**src/sv/bftr_pkg.sv**
```systemverilog
// ----------------------------------------------------------------------------
// bftr_pkg
// Shared types, glyph ROM and mark table of the 5x7 text rasteriser.
// ----------------------------------------------------------------------------
`default_nettype none

package bftr_pkg;

  localparam int GLYPH_COLUMNS   = 5;
  localparam int GLYPH_ROWS      = 7;
  localparam int DOT_COUNT       = GLYPH_COLUMNS * GLYPH_ROWS;
  localparam int GLYPH_SLOTS     = 36;
  localparam int COORD_BITS_DEF  = 16;
  localparam int ADVANCE_UNITS   = 6;
  localparam int APB_ADDR_BITS   = 3;
  localparam int MARK_ENTRIES    = 10;

  typedef enum logic [3:0] {
    ST_IDLE,
    ST_SCAN,
    ST_CALC_X,
    ST_CALC_Y,
    ST_CALC_W,
    ST_CALC_H,
    ST_EMIT,
    ST_ADVANCE
  } state_t;

  typedef enum logic {
    REG_PIXEL_SCALE = 1'b0,
    REG_DRAW_COLOR  = 1'b1
  } reg_index_t;

  typedef struct packed {
    logic [3:0]  pixel_scale;
    logic [31:0] draw_color;
  } cfg_t;

  // mark rectangle in units of the scale
  typedef struct packed {
    logic [2:0] dx;
    logic [2:0] dy;
    logic [2:0] w;
    logic [2:0] h;
    logic       last;
  } mark_t;

  localparam logic [7:0] CH_COLON   = 8'h3A;
  localparam logic [7:0] CH_PERIOD  = 8'h2E;
  localparam logic [7:0] CH_DASH    = 8'h2D;
  localparam logic [7:0] CH_OPEN    = 8'h5B;
  localparam logic [7:0] CH_CLOSE   = 8'h5D;
  localparam logic [7:0] CH_DIGIT_0 = 8'h30;
  localparam logic [7:0] CH_DIGIT_9 = 8'h39;
  localparam logic [7:0] CH_UPPER_A = 8'h41;
  localparam logic [7:0] CH_UPPER_Z = 8'h5A;
  localparam logic [7:0] CH_LOWER_A = 8'h61;
  localparam logic [7:0] CH_LOWER_Z = 8'h7A;
  localparam logic [7:0] LETTER_BASE_SLOT = 8'd10;

  localparam logic [3:0] MARK_COLON  = 4'd0;
  localparam logic [3:0] MARK_PERIOD = 4'd2;
  localparam logic [3:0] MARK_DASH   = 4'd3;
  localparam logic [3:0] MARK_OPEN   = 4'd4;
  localparam logic [3:0] MARK_CLOSE  = 4'd7;

  localparam mark_t MARK_TABLE [MARK_ENTRIES] = '{
    '{3'd2, 3'd1, 3'd1, 3'd1, 1'b0},
    '{3'd2, 3'd3, 3'd1, 3'd1, 1'b1},
    '{3'd2, 3'd4, 3'd1, 3'd1, 1'b1},
    '{3'd1, 3'd3, 3'd3, 3'd1, 1'b1},
    '{3'd1, 3'd0, 3'd1, 3'd7, 1'b0},
    '{3'd2, 3'd0, 3'd1, 3'd1, 1'b0},
    '{3'd2, 3'd6, 3'd1, 3'd1, 1'b1},
    '{3'd3, 3'd0, 3'd1, 3'd7, 1'b0},
    '{3'd2, 3'd0, 3'd1, 3'd1, 1'b0},
    '{3'd2, 3'd6, 3'd1, 3'd1, 1'b1}
  };

  // columns 0..4 from the top byte down; bit r of a column is row r
  localparam logic [39:0] GLYPH_ROM [GLYPH_SLOTS] = '{
    40'h3E_51_49_45_3E, 40'h00_42_7F_40_00, 40'h42_61_51_49_46, 40'h21_41_45_4B_31,
    40'h18_14_12_7F_10, 40'h27_45_45_45_39, 40'h3C_4A_49_49_30, 40'h01_71_09_05_03,
    40'h36_49_49_49_36, 40'h06_49_49_29_1E, 40'h7C_12_11_12_7C, 40'h7F_49_49_49_36,
    40'h3E_41_41_41_22, 40'h7F_41_41_22_1C, 40'h7F_49_49_49_41, 40'h7F_09_09_09_01,
    40'h3E_41_49_49_7A, 40'h7F_08_08_08_7F, 40'h00_41_7F_41_00, 40'h20_40_41_3F_01,
    40'h7F_08_14_22_41, 40'h7F_40_40_40_40, 40'h7F_02_0C_02_7F, 40'h7F_04_08_10_7F,
    40'h3E_41_41_41_3E, 40'h7F_09_09_09_06, 40'h3E_41_51_21_5E, 40'h7F_09_19_29_46,
    40'h46_49_49_49_31, 40'h01_01_7F_01_01, 40'h3F_40_40_40_3F, 40'h1F_20_40_20_1F,
    40'h3F_40_38_40_3F, 40'h63_14_08_14_63, 40'h07_08_70_08_07, 40'h61_51_49_45_43
  };

  // flattened dots, index col*GLYPH_ROWS + row, scan order
  function automatic logic [DOT_COUNT-1:0] glyph_dots(input logic [5:0] slot);
    logic [39:0]          entry;
    logic [DOT_COUNT-1:0] dots;
    entry = GLYPH_ROM[slot];
    dots  = '0;
    for (int c = 0; c < GLYPH_COLUMNS; c++) begin
      for (int r = 0; r < GLYPH_ROWS; r++) begin
        dots[c*GLYPH_ROWS + r] = entry[32 - 8*c + r];
      end
    end
    return dots;
  endfunction

endpackage

`default_nettype wire

```
**src/sv/bftr_if.sv**
```systemverilog
// ----------------------------------------------------------------------------
// bftr_if
// Valid/ready channels: character requests in, rectangle requests out.
// ----------------------------------------------------------------------------
`default_nettype none

interface bftr_char_if;
  logic        valid;
  logic        ready;
  logic [7:0]  char_code;
  logic        start_text;
  logic [15:0] start_x;
  logic [15:0] start_y;

  modport source (output valid, char_code, start_text, start_x, start_y, input ready);
  modport sink   (input valid, char_code, start_text, start_x, start_y, output ready);
endinterface

interface bftr_rect_if;
  logic        valid;
  logic        ready;
  logic [15:0] rect_x;
  logic [15:0] rect_y;
  logic [6:0]  rect_w;
  logic [6:0]  rect_h;
  logic [31:0] rect_color;
  logic        last_rect;

  modport source (output valid, rect_x, rect_y, rect_w, rect_h, rect_color, last_rect,
                  input ready);
  modport sink   (input valid, rect_x, rect_y, rect_w, rect_h, rect_color, last_rect,
                  output ready);
endinterface

`default_nettype wire

```
**src/sv/bftr_apb_regs.sv**
```systemverilog
// ----------------------------------------------------------------------------
// bftr_apb_regs
// APB register file: pixel_scale and draw_color.
// ----------------------------------------------------------------------------
`default_nettype none

module bftr_apb_regs (
  input  wire logic                               clk,
  input  wire logic                               rst,
  input  wire logic                               psel,
  input  wire logic                               penable,
  input  wire logic                               pwrite,
  input  wire logic [bftr_pkg::APB_ADDR_BITS-1:0] paddr,
  input  wire logic [31:0]                        pwdata,
  output      logic [31:0]                        prdata,
  output      logic                               pready,
  output      bftr_pkg::cfg_t                     cfg
);

  bftr_pkg::reg_index_t idx;
  logic                 wr_en;

  assign pready = 1'b1;
  assign idx    = bftr_pkg::reg_index_t'(paddr[2]);
  assign wr_en  = psel & penable & pwrite & pready;

  always_ff @(posedge clk) begin
    if (rst) begin
      cfg.pixel_scale <= 4'd1;
      cfg.draw_color  <= 32'hFFFF_FFFF;
    end else if (wr_en) begin
      unique case (idx)
        bftr_pkg::REG_PIXEL_SCALE: cfg.pixel_scale <= pwdata[3:0];
        bftr_pkg::REG_DRAW_COLOR:  cfg.draw_color  <= pwdata;
      endcase
    end
  end

  always_comb begin
    unique case (idx)
      bftr_pkg::REG_PIXEL_SCALE: prdata = {28'd0, cfg.pixel_scale};
      bftr_pkg::REG_DRAW_COLOR:  prdata = cfg.draw_color;
    endcase
  end

endmodule

`default_nettype wire

```
**src/sv/bftr_scale_add.sv**
```systemverilog
// ----------------------------------------------------------------------------
// bftr_scale_add
// Shared unit: base + k * scale, saturated at the top of the coordinate range.
// ----------------------------------------------------------------------------
`default_nettype none

module bftr_scale_add #(
  parameter int COORD_BITS = bftr_pkg::COORD_BITS_DEF
) (
  input  wire logic [COORD_BITS-1:0] base,
  input  wire logic [2:0]            k,
  input  wire logic [3:0]            scale,
  output      logic [COORD_BITS-1:0] sum
);

  logic [6:0]          prod;
  logic [COORD_BITS:0] wide;

  assign prod = 7'(k) * 7'(scale);
  assign wide = {1'b0, base} + (COORD_BITS+1)'(prod);
  // carry out means past the top: clamp to all ones
  assign sum  = wide[COORD_BITS] ? '1 : wide[COORD_BITS-1:0];

endmodule

`default_nettype wire

```
**src/sv/bitmap_font_text_rasterizer_core.sv**
```systemverilog
// ----------------------------------------------------------------------------
// bitmap_font_text_rasterizer_core
// 5x7 bitmap character generator: one character request in, one rectangle
// request out per glyph dot or mark bar.
// ----------------------------------------------------------------------------
//  channel   dir  handshake        payload
//  char_in   in   valid/ready      char_code, start_text, start_x, start_y
//  rect_out  out  valid/ready      rect_x, rect_y, rect_w, rect_h, rect_color, last_rect
//  apb       in   psel/penable     paddr, pwdata, prdata (pready tied high)
//
// Steps: glyph = scan each dot up to the last set dot, a closing scan, X/Y/emit
// per set dot, cursor advance; mark = X/Y/W/H/emit per bar, advance; other = advance.
// All offsets, mark widths and heights and the advance go through one shared
// scale-add unit, one per cycle.
// Reset idles the sequencer, clears cursor and row, presets the registers; no clearing pass.
// A stalled rect_out holds the sequencer in its emit state; char_in is ready
// only when idle.
// ----------------------------------------------------------------------------
`default_nettype none

module bitmap_font_text_rasterizer_core #(
  parameter int COORD_BITS = bftr_pkg::COORD_BITS_DEF
) (
  input  wire logic                               clk,
  input  wire logic                               rst,
  bftr_char_if.sink                               char_in,
  bftr_rect_if.source                             rect_out,
  input  wire logic                               psel,
  input  wire logic                               penable,
  input  wire logic                               pwrite,
  input  wire logic [bftr_pkg::APB_ADDR_BITS-1:0] paddr,
  input  wire logic [31:0]                        pwdata,
  output      logic [31:0]                        prdata,
  output      logic                               pready
);

  localparam logic [15:0] COORD_MAX16 = 16'((32'd1 << COORD_BITS) - 32'd1);
  localparam int          DOTS        = bftr_pkg::DOT_COUNT;

  bftr_pkg::cfg_t   cfg;
  bftr_pkg::state_t state, state_next;

  logic [DOTS-1:0]       dots;
  logic [2:0]            col, row;
  logic [3:0]            mark_ptr;
  logic                  is_mark;
  logic [COORD_BITS-1:0] cursor_x, row_y;
  logic [COORD_BITS-1:0] rx, ry;
  logic [6:0]            rw, rh;

  logic [3:0]            scale;
  logic [COORD_BITS-1:0] unit_base, unit_sum;
  logic [2:0]            unit_k;
  bftr_pkg::mark_t       entry;

  logic                  in_take, out_take;
  logic                  in_glyph, in_mark;
  logic [7:0]            slot_wide;
  logic [3:0]            mark_start;
  logic [COORD_BITS-1:0] load_x, load_y;
  logic                  step;

  bftr_apb_regs u_regs (
    .clk     (clk),
    .rst     (rst),
    .psel    (psel),
    .penable (penable),
    .pwrite  (pwrite),
    .paddr   (paddr),
    .pwdata  (pwdata),
    .prdata  (prdata),
    .pready  (pready),
    .cfg     (cfg)
  );

  bftr_scale_add #(.COORD_BITS(COORD_BITS)) u_unit (
    .base  (unit_base),
    .k     (unit_k),
    .scale (scale),
    .sum   (unit_sum)
  );

  assign scale    = (cfg.pixel_scale == 4'd0) ? 4'd1 : cfg.pixel_scale;
  assign entry    = bftr_pkg::MARK_TABLE[mark_ptr];
  assign in_take  = char_in.valid & char_in.ready;
  assign out_take = rect_out.valid & rect_out.ready;

  assign load_x = (char_in.start_x > COORD_MAX16) ? '1 : char_in.start_x[COORD_BITS-1:0];
  assign load_y = (char_in.start_y > COORD_MAX16) ? '1 : char_in.start_y[COORD_BITS-1:0];

  // character class of the incoming request
  always_comb begin
    in_glyph   = 1'b1;
    in_mark    = 1'b0;
    slot_wide  = 8'd0;
    mark_start = bftr_pkg::MARK_COLON;
    priority if (char_in.char_code >= bftr_pkg::CH_UPPER_A &&
                 char_in.char_code <= bftr_pkg::CH_UPPER_Z) begin
      slot_wide = char_in.char_code - bftr_pkg::CH_UPPER_A + bftr_pkg::LETTER_BASE_SLOT;
    end else if (char_in.char_code >= bftr_pkg::CH_LOWER_A &&
                 char_in.char_code <= bftr_pkg::CH_LOWER_Z) begin
      slot_wide = char_in.char_code - bftr_pkg::CH_LOWER_A + bftr_pkg::LETTER_BASE_SLOT;
    end else if (char_in.char_code >= bftr_pkg::CH_DIGIT_0 &&
                 char_in.char_code <= bftr_pkg::CH_DIGIT_9) begin
      slot_wide = char_in.char_code - bftr_pkg::CH_DIGIT_0;
    end else begin
      in_glyph = 1'b0;
      in_mark  = 1'b1;
      unique case (char_in.char_code)
        bftr_pkg::CH_COLON:  mark_start = bftr_pkg::MARK_COLON;
        bftr_pkg::CH_PERIOD: mark_start = bftr_pkg::MARK_PERIOD;
        bftr_pkg::CH_DASH:   mark_start = bftr_pkg::MARK_DASH;
        bftr_pkg::CH_OPEN:   mark_start = bftr_pkg::MARK_OPEN;
        bftr_pkg::CH_CLOSE:  mark_start = bftr_pkg::MARK_CLOSE;
        default:             in_mark    = 1'b0;
      endcase
    end
  end

  // next state
  always_comb begin
    state_next = state;
    unique case (state)
      bftr_pkg::ST_IDLE: begin
        if (in_take) begin
          priority if (in_glyph) state_next = bftr_pkg::ST_SCAN;
          else if (in_mark)      state_next = bftr_pkg::ST_CALC_X;
          else                   state_next = bftr_pkg::ST_ADVANCE;
        end
      end
      bftr_pkg::ST_SCAN: begin
        priority if (dots == '0) state_next = bftr_pkg::ST_ADVANCE;
        else if (dots[0])        state_next = bftr_pkg::ST_CALC_X;
        else                     state_next = bftr_pkg::ST_SCAN;
      end
      bftr_pkg::ST_CALC_X: state_next = bftr_pkg::ST_CALC_Y;
      bftr_pkg::ST_CALC_Y: state_next = is_mark ? bftr_pkg::ST_CALC_W : bftr_pkg::ST_EMIT;
      bftr_pkg::ST_CALC_W: state_next = bftr_pkg::ST_CALC_H;
      bftr_pkg::ST_CALC_H: state_next = bftr_pkg::ST_EMIT;
      bftr_pkg::ST_EMIT: begin
        if (out_take) begin
          priority if (!is_mark) state_next = bftr_pkg::ST_SCAN;
          else if (entry.last)   state_next = bftr_pkg::ST_ADVANCE;
          else                   state_next = bftr_pkg::ST_CALC_X;
        end
      end
      bftr_pkg::ST_ADVANCE: state_next = bftr_pkg::ST_IDLE;
      default:              state_next = bftr_pkg::ST_IDLE;
    endcase
  end

  // outputs and shared unit operand select
  always_comb begin
    char_in.ready  = 1'b0;
    rect_out.valid = 1'b0;
    unit_base      = '0;
    unit_k         = 3'd0;
    unique case (state)
      bftr_pkg::ST_IDLE: char_in.ready = 1'b1;
      bftr_pkg::ST_CALC_X: begin
        unit_base = cursor_x;
        unit_k    = is_mark ? entry.dx : col;
      end
      bftr_pkg::ST_CALC_Y: begin
        unit_base = row_y;
        unit_k    = is_mark ? entry.dy : row;
      end
      bftr_pkg::ST_CALC_W: unit_k = entry.w;
      bftr_pkg::ST_CALC_H: unit_k = entry.h;
      bftr_pkg::ST_EMIT:   rect_out.valid = 1'b1;
      bftr_pkg::ST_ADVANCE: begin
        unit_base = cursor_x;
        unit_k    = 3'(bftr_pkg::ADVANCE_UNITS);
      end
      default: ;
    endcase
  end

  assign rect_out.rect_x     = 16'(rx);
  assign rect_out.rect_y     = 16'(ry);
  assign rect_out.rect_w     = rw;
  assign rect_out.rect_h     = rh;
  assign rect_out.rect_color = cfg.draw_color;
  // a glyph rectangle is last when no set dot remains behind it
  assign rect_out.last_rect  = is_mark ? entry.last : (dots[DOTS-1:1] == '0);

  // move on to the next dot: clear dot in scan, or a glyph dot just sent
  assign step = ((state == bftr_pkg::ST_SCAN) && (dots != '0) && !dots[0]) ||
                ((state == bftr_pkg::ST_EMIT) && out_take && !is_mark);

  always_ff @(posedge clk) begin
    if (rst) begin
      state <= bftr_pkg::ST_IDLE;
    end else begin
      state <= state_next;
    end
  end

  always_ff @(posedge clk) begin
    if (rst) begin
      cursor_x <= '0;
      row_y    <= '0;
    end else if (in_take && char_in.start_text) begin
      cursor_x <= load_x;
      row_y    <= load_y;
    end else if (state == bftr_pkg::ST_ADVANCE) begin
      cursor_x <= unit_sum;
    end
  end

  always_ff @(posedge clk) begin
    unique case (state)
      bftr_pkg::ST_IDLE: begin
        if (in_take) begin
          dots     <= bftr_pkg::glyph_dots(slot_wide[5:0]);
          is_mark  <= in_mark;
          mark_ptr <= mark_start;
          col      <= 3'd0;
          row      <= 3'd0;
        end
      end
      bftr_pkg::ST_CALC_X: rx <= unit_sum;
      bftr_pkg::ST_CALC_Y: begin
        ry <= unit_sum;
        rw <= 7'(scale);
        rh <= 7'(scale);
      end
      bftr_pkg::ST_CALC_W: rw <= unit_sum[6:0];
      bftr_pkg::ST_CALC_H: rh <= unit_sum[6:0];
      bftr_pkg::ST_EMIT: begin
        if (out_take && is_mark && !entry.last) mark_ptr <= mark_ptr + 4'd1;
      end
      default: ;
    endcase
    if (step) begin
      dots <= dots >> 1;
      if (row == 3'(bftr_pkg::GLYPH_ROWS - 1)) begin
        row <= 3'd0;
        col <= col + 3'd1;
      end else begin
        row <= row + 3'd1;
      end
    end
  end

  a_ready_excl: assert property (@(posedge clk) disable iff (rst)
    char_in.ready |-> !rect_out.valid)
    else $error("character taken while a rectangle is pending");

  a_last_ends: assert property (@(posedge clk) disable iff (rst)
    rect_out.valid && rect_out.ready && rect_out.last_rect |=> !rect_out.valid)
    else $error("rectangle follows the last one of a character");

  a_size_nonzero: assert property (@(posedge clk) disable iff (rst)
    rect_out.valid |-> (rect_out.rect_w != 7'd0) && (rect_out.rect_h != 7'd0))
    else $error("empty rectangle emitted");

  a_accept_leaves_idle: assert property (@(posedge clk) disable iff (rst)
    char_in.valid && char_in.ready |=> !char_in.ready)
    else $error("sequencer stayed idle after taking a character");

endmodule

`default_nettype wire

```
**src/flat_wrapper.sv**
```systemverilog
// flat-port wrapper written by rule: the top's interface ports become plain ports
module bitmap_font_text_rasterizer_core_flat 
#(
  parameter int COORD_BITS = bftr_pkg::COORD_BITS_DEF
)
  (clk, rst, psel, penable, pwrite, paddr, pwdata, prdata, pready, char_in_valid, char_in_char_code, char_in_start_text, char_in_start_x, char_in_start_y, char_in_ready, rect_out_valid, rect_out_rect_x, rect_out_rect_y, rect_out_rect_w, rect_out_rect_h, rect_out_rect_color, rect_out_last_rect, rect_out_ready);
  bftr_char_if char_in_i ();
  bftr_rect_if rect_out_i ();
  input  wire logic clk;
  input  wire logic rst;
  input  wire logic psel;
  input  wire logic penable;
  input  wire logic pwrite;
  input  wire logic [bftr_pkg::APB_ADDR_BITS-1:0] paddr;
  input  wire logic [31:0] pwdata;
  output      logic [31:0] prdata;
  output      logic pready;
  input wire logic [$bits(char_in_i.valid)-1:0] char_in_valid;
  input wire logic [$bits(char_in_i.char_code)-1:0] char_in_char_code;
  input wire logic [$bits(char_in_i.start_text)-1:0] char_in_start_text;
  input wire logic [$bits(char_in_i.start_x)-1:0] char_in_start_x;
  input wire logic [$bits(char_in_i.start_y)-1:0] char_in_start_y;
  output wire logic [$bits(char_in_i.ready)-1:0] char_in_ready;
  output wire logic [$bits(rect_out_i.valid)-1:0] rect_out_valid;
  output wire logic [$bits(rect_out_i.rect_x)-1:0] rect_out_rect_x;
  output wire logic [$bits(rect_out_i.rect_y)-1:0] rect_out_rect_y;
  output wire logic [$bits(rect_out_i.rect_w)-1:0] rect_out_rect_w;
  output wire logic [$bits(rect_out_i.rect_h)-1:0] rect_out_rect_h;
  output wire logic [$bits(rect_out_i.rect_color)-1:0] rect_out_rect_color;
  output wire logic [$bits(rect_out_i.last_rect)-1:0] rect_out_last_rect;
  input wire logic [$bits(rect_out_i.ready)-1:0] rect_out_ready;
  assign char_in_i.valid = char_in_valid;
  assign char_in_i.char_code = char_in_char_code;
  assign char_in_i.start_text = char_in_start_text;
  assign char_in_i.start_x = char_in_start_x;
  assign char_in_i.start_y = char_in_start_y;
  assign char_in_ready = char_in_i.ready;
  assign rect_out_valid = rect_out_i.valid;
  assign rect_out_rect_x = rect_out_i.rect_x;
  assign rect_out_rect_y = rect_out_i.rect_y;
  assign rect_out_rect_w = rect_out_i.rect_w;
  assign rect_out_rect_h = rect_out_i.rect_h;
  assign rect_out_rect_color = rect_out_i.rect_color;
  assign rect_out_last_rect = rect_out_i.last_rect;
  assign rect_out_i.ready = rect_out_ready;
  bitmap_font_text_rasterizer_core #(.COORD_BITS(COORD_BITS)) u_core (.clk(clk), .rst(rst), .char_in(char_in_i), .rect_out(rect_out_i), .psel(psel), .penable(penable), .pwrite(pwrite), .paddr(paddr), .pwdata(pwdata), .prdata(prdata), .pready(pready));
endmodule
```
**config.mk**
```make
export PLATFORM = sky130hd
export DESIGN_NAME = bitmap_font_text_rasterizer_core_flat
export DESIGN_NICKNAME = d
export VERILOG_FILES = /design/src/sv/bftr_pkg.sv /design/src/sv/bftr_if.sv /design/src/sv/bftr_apb_regs.sv /design/src/sv/bftr_scale_add.sv /design/src/sv/bitmap_font_text_rasterizer_core.sv /design/src/flat_wrapper.sv
export SDC_FILE = /design/constraint.sdc
export NUM_CORES = 1
export LEC_CHECK = 0
export ABC_AREA = 1
export BUFFER_PORTS_ARGS = -buffer_cell sky130_fd_sc_hd__buf_2
export CAP_MARGIN = 20
export CELL_PAD_IN_SITES_DETAIL_PLACEMENT = 0
export CELL_PAD_IN_SITES_GLOBAL_PLACEMENT = 1
export CORE_MARGIN = 4
export CORE_UTILIZATION = 38
export CTS_BUF_LIST = sky130_fd_sc_hd__clkbuf_8
export CTS_CLUSTER_DIAMETER = 200
export DETAILED_ROUTE_END_ITERATION = 6
export PLACE_DENSITY = 0.79
export SLEW_MARGIN = 10
export SYNTH_ARGS = -nofsm -noshare
export SYNTH_HDL_FRONTEND = slang
export SYNTH_SLANG_ARGS = --single-unit
```
**constraint.sdc**
```tcl
create_clock -name clk -period 4.3 [get_ports clk]
set_clock_uncertainty 0.2 [all_clocks]
set_input_delay 0.645 -clock clk [delete_from_list [all_inputs] [get_ports clk]]
set_output_delay 0.645 -clock clk [all_outputs]
set_load 0.02 [all_outputs]
```
==> flow_summary_export.csv, run 1 <==
group,metric,value,unit
place,pre_cts_ws,-0.268,ns
setup_path,critical_path_required,4.32,ns
pwr,p_comb_frac,0.399,
status,outcome,"finished, violations left",
timing,drv_slew,0,
final_layout,syn_to_final_growth,22.8,%
clock_network,cts_made_buffers,17,
synth,synth_fp_nets,1506,
drt,routed_wl,31100,um
pwr,p_leak,5.90,nW
clock_network,cts.sinks,163,
worst_hold_path,worst_hold_path_type,"in2reg",
setup_path,crit_type,"reg2reg",
floorplanning,num_io_pins,197,
floorplanning,core_area,0.0261,sq mm
grt,grt_max_degree,39,
status,violations,"setup timing",
pwr,internal-power,3.34,mW
timing,final.setup.tns,-0.103,ns
drt,vias_per_cell,5.06,
final_layout,multi_input_area,0.00528,sq mm
synth,ys.flop_type,"edfxtp_1",
synth,seq_area_frac_synth,0.409,
synth,synth-edff-count,88,
synth,syn_area,0.0101,sq mm
pwr,power_frac_clock,0.196,
final_layout,fillers,2620,
pwr,p_sw,2.43,mW
timing,fin_crit_sh,1.01,
synth,ys_ff_latch,163,
timing,fmax,231,MHz
final_layout,fin_cells,1929,
floorplanning,die-area,0.0294,sq mm
timing,hold_viol,0,
drt,drtAntennaViolNets,0,
timing,slew_headroom,0.336,
pwr,ir_worst_vdd,314,uV
clock_network,clk_latency,0.48,ns
setup_path,start_kind,"flop",
synth,yosys_warnings,0,
place,port_buffers,193,
final_layout,final_nets,1712,
setup_path,arrival,4.34,ns
drt,wl_per_cell,16.1,um
drt,drc,0,
clock_network,clk_pin_slew,0.10,ns
floorplanning,die_w,171,um
drt,drt_iter0_drc,814,
timing,fin_hold_ws,0.183,ns
drt,first_pass_iters,6,
floorplanning,die-height,171,um
timing,finalSetupViolCount,10,
timing,worst_pin_slew,0.996,ns
pwr,seqPwrFrac,0.405,
final_layout,final_cell_mix,"nand2_1, buf_2, inv_1",
place,place.gp.congestion,0.944,
clock_network,cts_buffer_depth,2,
timing,min_period,4.32,ns
pwr,powerDensity,464,mW/mm^2
grt,gr-total-overflow,0,
final_layout,final_util,0.476,
final_layout,antenna_cells,0,
synth,ys_types,49,
clock_network,cts-htree-levels,4,
place,dpl.hpwl,23300,um
floorplanning,initial_utilization,0.388,
grt,grt_antenna_before_repair,0,
clock_network,cts_hold_buf,0,
synth,synthCells,1375,
timing,rsz0062_at_grt,"true",
grt,grt_pass1_wl,48100,um
final_layout,drive_gt1_frac,0.260,
place,dp.cells,1885,
timing,setup_slack,-0.0222,ns
synth,async_reset_ff_frac,0,
grt,grt_usage,0.205,
setup_path,critPathCaptureType,"flop",
final_layout,seq_area,0.00414,sq mm
synth,syn_area_per_cell,7.37,sq um
clock_network,cts_root_buf,"clkbuf_8",
drt,vias,9764,
pwr,p_sw_frac,0.421,
final_layout,final_common_cell,"nand2_1",
clock_network,cts_tree,"built",
run,drv_cap,0,
floorplanning,rows,59,
setup_path,cp_max_fo,5,
grt,grt_pass1_vias,9340,
-- flip-flops by register name, indices dropped and copies added, names as in the netlist, 4 cells and up --
register and cells:
u_core.rect_out.rect_x 16, u_core.cursor_x 16, u_core.rect_out.rect_w 7, u_core.mark_ptr 4
u_core.row_y 16, u_core.rect_out.rect_h 7, u_core.u_regs.cfg 36, u_core.dots 35
u_core.rect_out.rect_y 16
-- path summary, 6_finish.rpt --
check	startpoint	end	slack [ns]	cells past startpoint
worst min register to register	u_core.row_y[6]	u_core.row_y[6]	0.26	2
worst max register to register	u_core.mark_ptr[1]	u_core.rect_out.rect_w[2]	-0.02	26
worst max-delay path	u_core.mark_ptr[1]	u_core.rect_out.rect_w[2]	-0.02	26
worst min-delay path	pwdata[7]	u_core.u_regs.cfg[7]	0.18	3
-- kinds of logic (layout without fill, tap and decap cells) --
logic type | Yosys count | after routing | share of synthesized area
AO/OA/AOI/OAI | 198 | 198 | 0.109
other | 1 | 1 | 0.000370
buffers and inverters | 254 | 472 | 0.111
AND/OR/NAND/NOR | 695 | 696 | 0.293
adder cells (fa/ha/maj) | 48 | 48 | 0.0644
flip-flops | 163 | 163 | 0.409
XOR/XNOR | 16 | 16 | 0.0138
-- critical path: stages (launching register included) --
cell,delay (ns)
edfxtp_1,0.47
inv_2,0.12
ha_4,0.22
nor2_4,0.10
a21oi_2,0.04
nor2_1,0.08
o21ai_1,0.07
nand2_1,0.06
nand3_1,0.08
nand2_2,0.11
nand2_2,0.06
fa_2,0.52
inv_2,0.04
fa_2,0.57
ha_4,0.21
a21o_1,0.19
nand2_1,0.07
nand3_2,0.08
nand2_2,0.09
nand2_4,0.06
nand2_4,0.07
nor3_4,0.04
buf_4,0.16
nand2_8,0.14
nand2_4,0.08
nand2_1,0.06
o21ai_0,0.07
-- cell usage after synthesis, types with 9 or more instances --
cell type,number,area [sq um]
a21oi_1,64,320
a31oi_1,13,81.3
buf_2,13,65.1
buf_4,36,270
clkbuf_1,27,101
dfxtp_1,75,1500
edfxtp_1,88,2640
ha_1,41,513
inv_1,159,597
inv_2,11,41.3
nand2_1,405,1520
nand2_2,13,81.3
nand3_1,121,606
nand4_1,13,81.3
nor2_1,105,394
nor3_1,9,45.0
o21ai_0,81,405
o21ai_1,14,70.1
xor2_1,10,87.6
-- power by group through the flow --
stage	Clock (mW)	Sequential, mW	Combinational, mW
6_report	1.13	2.34	2.30
5_1_grt	1.23	2.38	2.56
3_3_place_gp	0	2.36	2.17
4_1_cts	1.17	2.34	2.25
3_5_place_dp	0	2.37	2.19
2_1_floorplan	0	2.40	1.35
-- final cells by class --
| type | instances | share of cell area |
|---|---|---|
| multi-input combinational | 959 | 0.424 |
| sequential | 163 | 0.333 |
| tap | 335 | 0.0337 |
| inverter | 171 | 0.0519 |
| clock inverter | 14 | 0.0121 |
| clock buffer | 18 | 0.0199 |
| timing repair buffer | 269 | 0.125 |
-- metrics by stage --
stage / total power, mW / area, sq um
final: 5.77 / 12400
after global routing: 6.16 / 12400
after CTS: 5.76 / 12200
after detailed placement: 4.56 / 11600
after global placement: 4.53 / 11600
after floorplan: 3.74 / 10200
-- per-layer routing --
layer,GRT usage,share of wire,vias to the layer above
met1,0.256,0.42,4587
met2,0.362,0.50,282
met5,0,0,-
met4,0.0627,0.023,0
met3,0.0361,0.050,54
li1,-,-,4841
-- timing repair --
action,in CTS,in global routing
gates resized for setup,43,51
endpoints found under the setup margin,62,62
cloned,1,0
buffers inserted,7,5
pin swaps,15,31
Power figures use the tool's default switching activity.
==> run 2, diff against run 1 <==
CORE_MARGIN = 2   (was 4)
==> flow_summary_export.csv, run 2 (synthesized netlist as in run 1, its figures left out) <==
group,metric,value,unit
drt,drt_iter0_drc,956,
floorplanning,initial_utilization,0.388,
timing,slew_headroom,0.329,
drt,met1_length,13200,um
timing,worst_pin_slew,1.01,ns
setup_path,cp_max_fo,4,
clock_network,clk_latency,0.47,ns
timing,rsz0062_at_grt,"true",
floorplanning,die-height,167,um
final_layout,finalInstanceArea,0.0125,sq mm
final_layout,final_util,0.479,
clock_network,cts.sinks,163,
worst_hold_path,worst_hold_path_type,"in2reg",
grt,gr-total-overflow,0,
setup_path,crit_type,"reg2reg",
final_layout,final_nets,1722,
drt,routed_wl,31100,um
clock_network,cts_hold_buf,0,
timing,finalSetupViolCount,43,
drt,vias_per_cell,5.05,
drt,dr_wl_met3,1640,um
drt,wl_per_cell,16.0,um
status,outcome,"finished, violations left",
final_layout,final_common_cell,"nand2_1",
place,dp.cells,1879,
final_layout,final_cell_mix,"nand2_1, buf_2, inv_1",
drt,drc,15,
final_layout,drive_gt1_frac,0.259,
timing,fin_crit_sh,1.02,
setup_path,critPathMaxStageDelay,0.57,ns
timing,drv_slew,0,
grt,grt_usage,0.218,
setup_path,arrival,4.42,ns
drt,vias,9783,
drt,highest_layer,"met4",
clock_network,cts_buffer_depth,2,
final_layout,largest-register,"u_core.u_regs.cfg",
floorplanning,core_area,0.0261,sq mm
place,pre_cts_ws,-0.231,ns
pwr,ir_worst_vdd,268,uV
setup_path,cp_slowest_cell,"fa_2",
clock_network,clk_pin_slew,0.10,ns
timing,fmax,228,MHz
setup_path,crit_top_cell,"nand2_4",
drt,first_pass_iters,7,
clock_network,cts_made_buffers,17,
grt,grt_antenna_before_repair,0,
setup_path,critPathCaptureType,"flop",
drt,wl_met2,15600,um
final_layout,reg_top3,"u_core.u_regs.cfg: 36 flops, u_core.dots: 35 flops",
setup_path,critical_path_required,4.33,ns
final_layout,fillers,2648,
run,drv_cap,0,
place,port_buffers,193,
grt,grt_pass1_wl,48900,um
pwr,powerDensity,474,mW/mm^2
status,violations,"DRC, setup timing",
final_layout,syn_to_final_growth,23.5,%
setup_path,startpoint,"u_core.mark_ptr[1]",
worst_hold_path,min_from,"pwdata[10]",
floorplanning,rows,59,
place,post_dp_cell_area,0.0115,sq mm
timing,setup_slack,-0.0895,ns
final_layout,antenna_cells,0,
clock_network,cts_root_buf,"clkbuf_8",
final_layout,largest_reg_flops,36,
drt,drtAntennaViolNets,0,
grt,grt_max_degree,38,
setup_path,crit_chain,"buf_6 -> ha_1 -> nor3_1 -> o21ai_1 -> nand2_1 -> nand3_2 -> nand2_4 -> nand2_2 -> fa_2 -> inv_2 -> fa_2 -> ha_4 -> a21o_1 -> nand2_1 -> nand3_2 -> nand2_2 -> nand2_4 -> nand2_4 -> nor3_4 -> buf_6 -> nand2_8 -> buf_12 -> nand2_4 -> buf_4",
timing,hold_viol,0,
setup_path,r2r_slack,-0.09,ns
floorplanning,die_w,167,um
floorplanning,num_io_pins,197,
timing,min_period,4.39,ns
clock_network,cts-htree-levels,4,
final_layout,fin_cells,1939,
floorplanning,die-area,0.0280,sq mm
clock_network,cts_tree,"built",
setup_path,timing.rr.start,"u_core.mark_ptr[1]",
grt,grt_pass1_vias,9477,
setup_path,start_kind,"flop",
pwr,p_leak,6.00,nW
place,place.gp.congestion,0.949,
place,dpl.hpwl,22900,um
-- run 2: routing by layer --
layer / vias up / track usage
met5: - / 0
met2: 310 / 0.394
met1: 4569 / 0.269
met4: 0 / 0.0684
li1: 4860 / -
met3: 44 / 0.0314
-- run 2: report_power, final --
group          switching, mW  leakage [nW]  internal [mW]  total [mW]
combinational           1.59          4.34          0.780        2.37
sequential             0.195          1.45           2.14        2.34
clock                  0.643         0.218          0.591        1.23
total                   2.42          6.00           3.51        5.94
-- run 2: final cells by class --
| type | instances | area, sq um | share of cell area |
|---|---|---|---|
| clock buffers | 17 | 234 | 0.0187 |
| clock inverters | 15 | 188 | 0.0150 |
| multi-input cells | 959 | 5220 | 0.417 |
| inverters | 171 | 646 | 0.0516 |
| well taps | 335 | 419 | 0.0335 |
| flip-flops and latches | 163 | 4140 | 0.331 |
| repair buffers | 279 | 1670 | 0.134 |
-- run 2: stage by stage --
step | hold WS [ns] | TNS [ns] | power [mW]
final | 0.185 | -1.71 | 5.94
after global placement | 0.237 | -4.24 | 4.51
after CTS | 0.154 | -0.322 | 5.88
after global routing | 0.175 | -13.24 | 6.32
after floorplan | 0.225 | 0 | 3.74
after detailed placement | 0.245 | -8.65 | 4.55
-- run 2: critical path, delay by kind of cell (launching register included) --
kind	cells	cell delay, ns
flip-flops	1	0.45
buffers and inverters	5	0.59
AND/OR/NAND/NOR	13	1.13
AO/OA/AOI/OAI	2	0.30
adder cells (fa/ha/maj)	4	1.48
-- run 2: timing repair --
item | in CTS | in global routing
resized for setup | 46 | 45
buffers inserted | 19 | 7
pin swaps | 20 | 22
setup endpoints to repair | 62 | 63
cloned | 1 | 0
-- run 2: final timing paths --
check                         endpoint  depth (start not counted)
max          u_core.rect_out.rect_x[0]                         24
min              u_core.u_regs.cfg[10]                          3
max reg2reg  u_core.rect_out.rect_x[0]                         24
min reg2reg            u_core.row_y[6]                          2
==> run 3, diff against run 2 <==
CORE_UTILIZATION = 37   (was 38)
CTS_BUF_LIST = default   (was sky130_fd_sc_hd__clkbuf_8)
PLACE_DENSITY = 0.77   (was 0.79)
==> flow_summary_export.csv, run 3 (synthesized netlist as in run 1, its figures left out) <==
group,metric,value,unit
setup_path,cp_top_family,"adder cells",
worst_hold_path,worst_hold_path_type,"in2reg",
pwr,power,6.24,mW
timing,hold_viol,0,
drt,routed_wl,30800,um
setup_path,arrival,4.40,ns
drt,drt_iter0_drc,802,
drt,vias,9690,
timing,drv_slew,0,
drt,drtAntennaViolNets,0,
final_layout,final_cell_mix,"nand2_1, buf_2, inv_1",
floorplanning,core_area,0.0270,sq mm
timing,rsz0062_at_grt,"true",
setup_path,crit_top_cell,"inv_1",
pwr,ir_worst_vdd,270,uV
final_layout,drive_gt1_frac,0.259,
floorplanning,initial_utilization,0.376,
floorplanning,die-area,0.0287,sq mm
final_layout,largest-register,"u_core.u_regs.cfg",
setup_path,cp_max_fo,4,
clock_network,cts_made_buffers,17,
clock_network,cts_hold_buf,0,
final_layout,syn_to_final_growth,25.0,%
final_layout,final_nets,1730,
floorplanning,die-height,170,um
place,place.gp.congestion,0.944,
final_layout,reg_top3,"u_core.u_regs.cfg: 36 flops, u_core.dots: 35 flops",
setup_path,crit_type,"reg2reg",
timing,min_period,4.40,ns
place,dpl.hpwl,22500,um
timing,setup_slack,-0.103,ns
grt,grt_max_degree,40,
clock_network,cts_root_buf,"clkbuf_16",
grt,gr-total-overflow,0,
status,violations,"setup timing",
clock_network,cts.sinks,163,
final_layout,finalInstanceArea,0.0127,sq mm
clock_network,clk_pin_slew,0.08,ns
grt,grt_usage,0.213,
drt,drc,0,
setup_path,critical_path_required,4.30,ns
floorplanning,die_w,170,um
timing,finalSetupViolCount,46,
place,port_buffers,193,
final_layout,antenna_cells,0,
run,drv_cap,0,
timing,final.setup.tns,-2.43,ns
timing,fmax,227,MHz
timing,worst_pin_slew,1.00,ns
drt,vias_per_cell,4.96,
setup_path,critPathMaxStageDelay,0.53,ns
setup_path,path_buf_inv,9,
timing,slew_headroom,0.330,
final_layout,final_common_cell,"nand2_1",
clock_network,cts_buffer_depth,2,
final_layout,largest_reg_flops,36,
clock_network,cts_tree,"built",
drt,wl_per_cell,15.8,um
grt,grt_antenna_before_repair,0,
clock_network,clk_latency,0.43,ns
setup_path,critPathCaptureType,"flop",
pwr,p_leak,6.09,nW
grt,grt_pass1_vias,9310,
floorplanning,rows,60,
clock_network,cts-htree-levels,4,
place,post_dp_cell_area,0.0116,sq mm
setup_path,start_kind,"flop",
floorplanning,num_io_pins,197,
grt,grt_pass1_wl,48400,um
timing,fin_crit_sh,1.02,
status,outcome,"finished, violations left",
drt,first_pass_iters,5,
pwr,powerDensity,492,mW/mm^2
place,pre_cts_ws,-0.316,ns
setup_path,cp_slowest_cell,"fa_1",
run 3: cell types whose count changed in the layout (fill, tap and decap cells not counted), moves of 3 or more:
cell | before | now
clkbuf_16 | 0 | 17
clkbuf_8 | 17 | 0
buf_4 | 77 | 89
inv_6 | 8 | 3
nand2_4 | 16 | 11
inv_8 | 1 | 5
nand2_1 | 387 | 391
bufinv_16 | 3 | 0
clkinv_8 | 0 | 3
o21ai_0 | 74 | 77
run 3: per-layer routing:
metal / wire (um) / share of wire / track usage
met1: 13300 / 0.43 / 0.265
met2: 15300 / 0.50 / 0.374
met3: 1500 / 0.049 / 0.0331
met4: 716 / 0.023 / 0.0736
met5: 0 / 0 / 0
run 3: cell type report:
cell class | instances | area (sq um)
Inverter | 171 | 646
Tap cell | 341 | 427
Fill cell | 2669 | 14300
Clock buffer | 17 | 425
Sequential cell | 163 | 4140
Multi-Input combinational cell | 958 | 5160
Timing Repair Buffer | 288 | 1710
Clock inverter | 15 | 161
run 3: where the power goes:
part,internal (mW),switching (mW),total (mW)
Clock,0.780,0.737,1.52
Sequential,2.15,0.191,2.34
Combinational,0.795,1.59,2.39
run 3: stage by stage:
stage | std cells | utilization | hold slack [ns]
2_1_floorplan | 1375 | - | 0.225
3_3_place_gp | 1890 | 0.429 | 0.234
3_5_place_dp | 1890 | 0.429 | 0.240
4_1_cts | 1948 | 0.465 | 0.203
5_1_grt | 1953 | 0.470 | 0.210
6_report | 1953 | 0.470 | 0.215
run 3: worst paths after layout:
path                            slack (ns)          startpoint                    endpoint  cells after the start
worst max-delay path                 -0.10  u_core.mark_ptr[3]  u_core.rect_out.rect_x[10]                     26
worst min-delay path                  0.22          pwdata[10]       u_core.u_regs.cfg[10]                      3
worst min register to register        0.25     u_core.row_y[5]             u_core.row_y[5]                      2
worst max register to register       -0.10  u_core.mark_ptr[3]  u_core.rect_out.rect_x[10]                     26
run 3: repair_timing:
action	in CTS	in global routing
setup endpoints to repair	62	63
pin swaps	36	32
gates resized for setup	49	23
buffers inserted	27	5
run 3: tightest hold or removal path, stage by stage:
cell and delay (ns):
buf_2 0.07, nand2_1 0.04, nand3_1 0.06
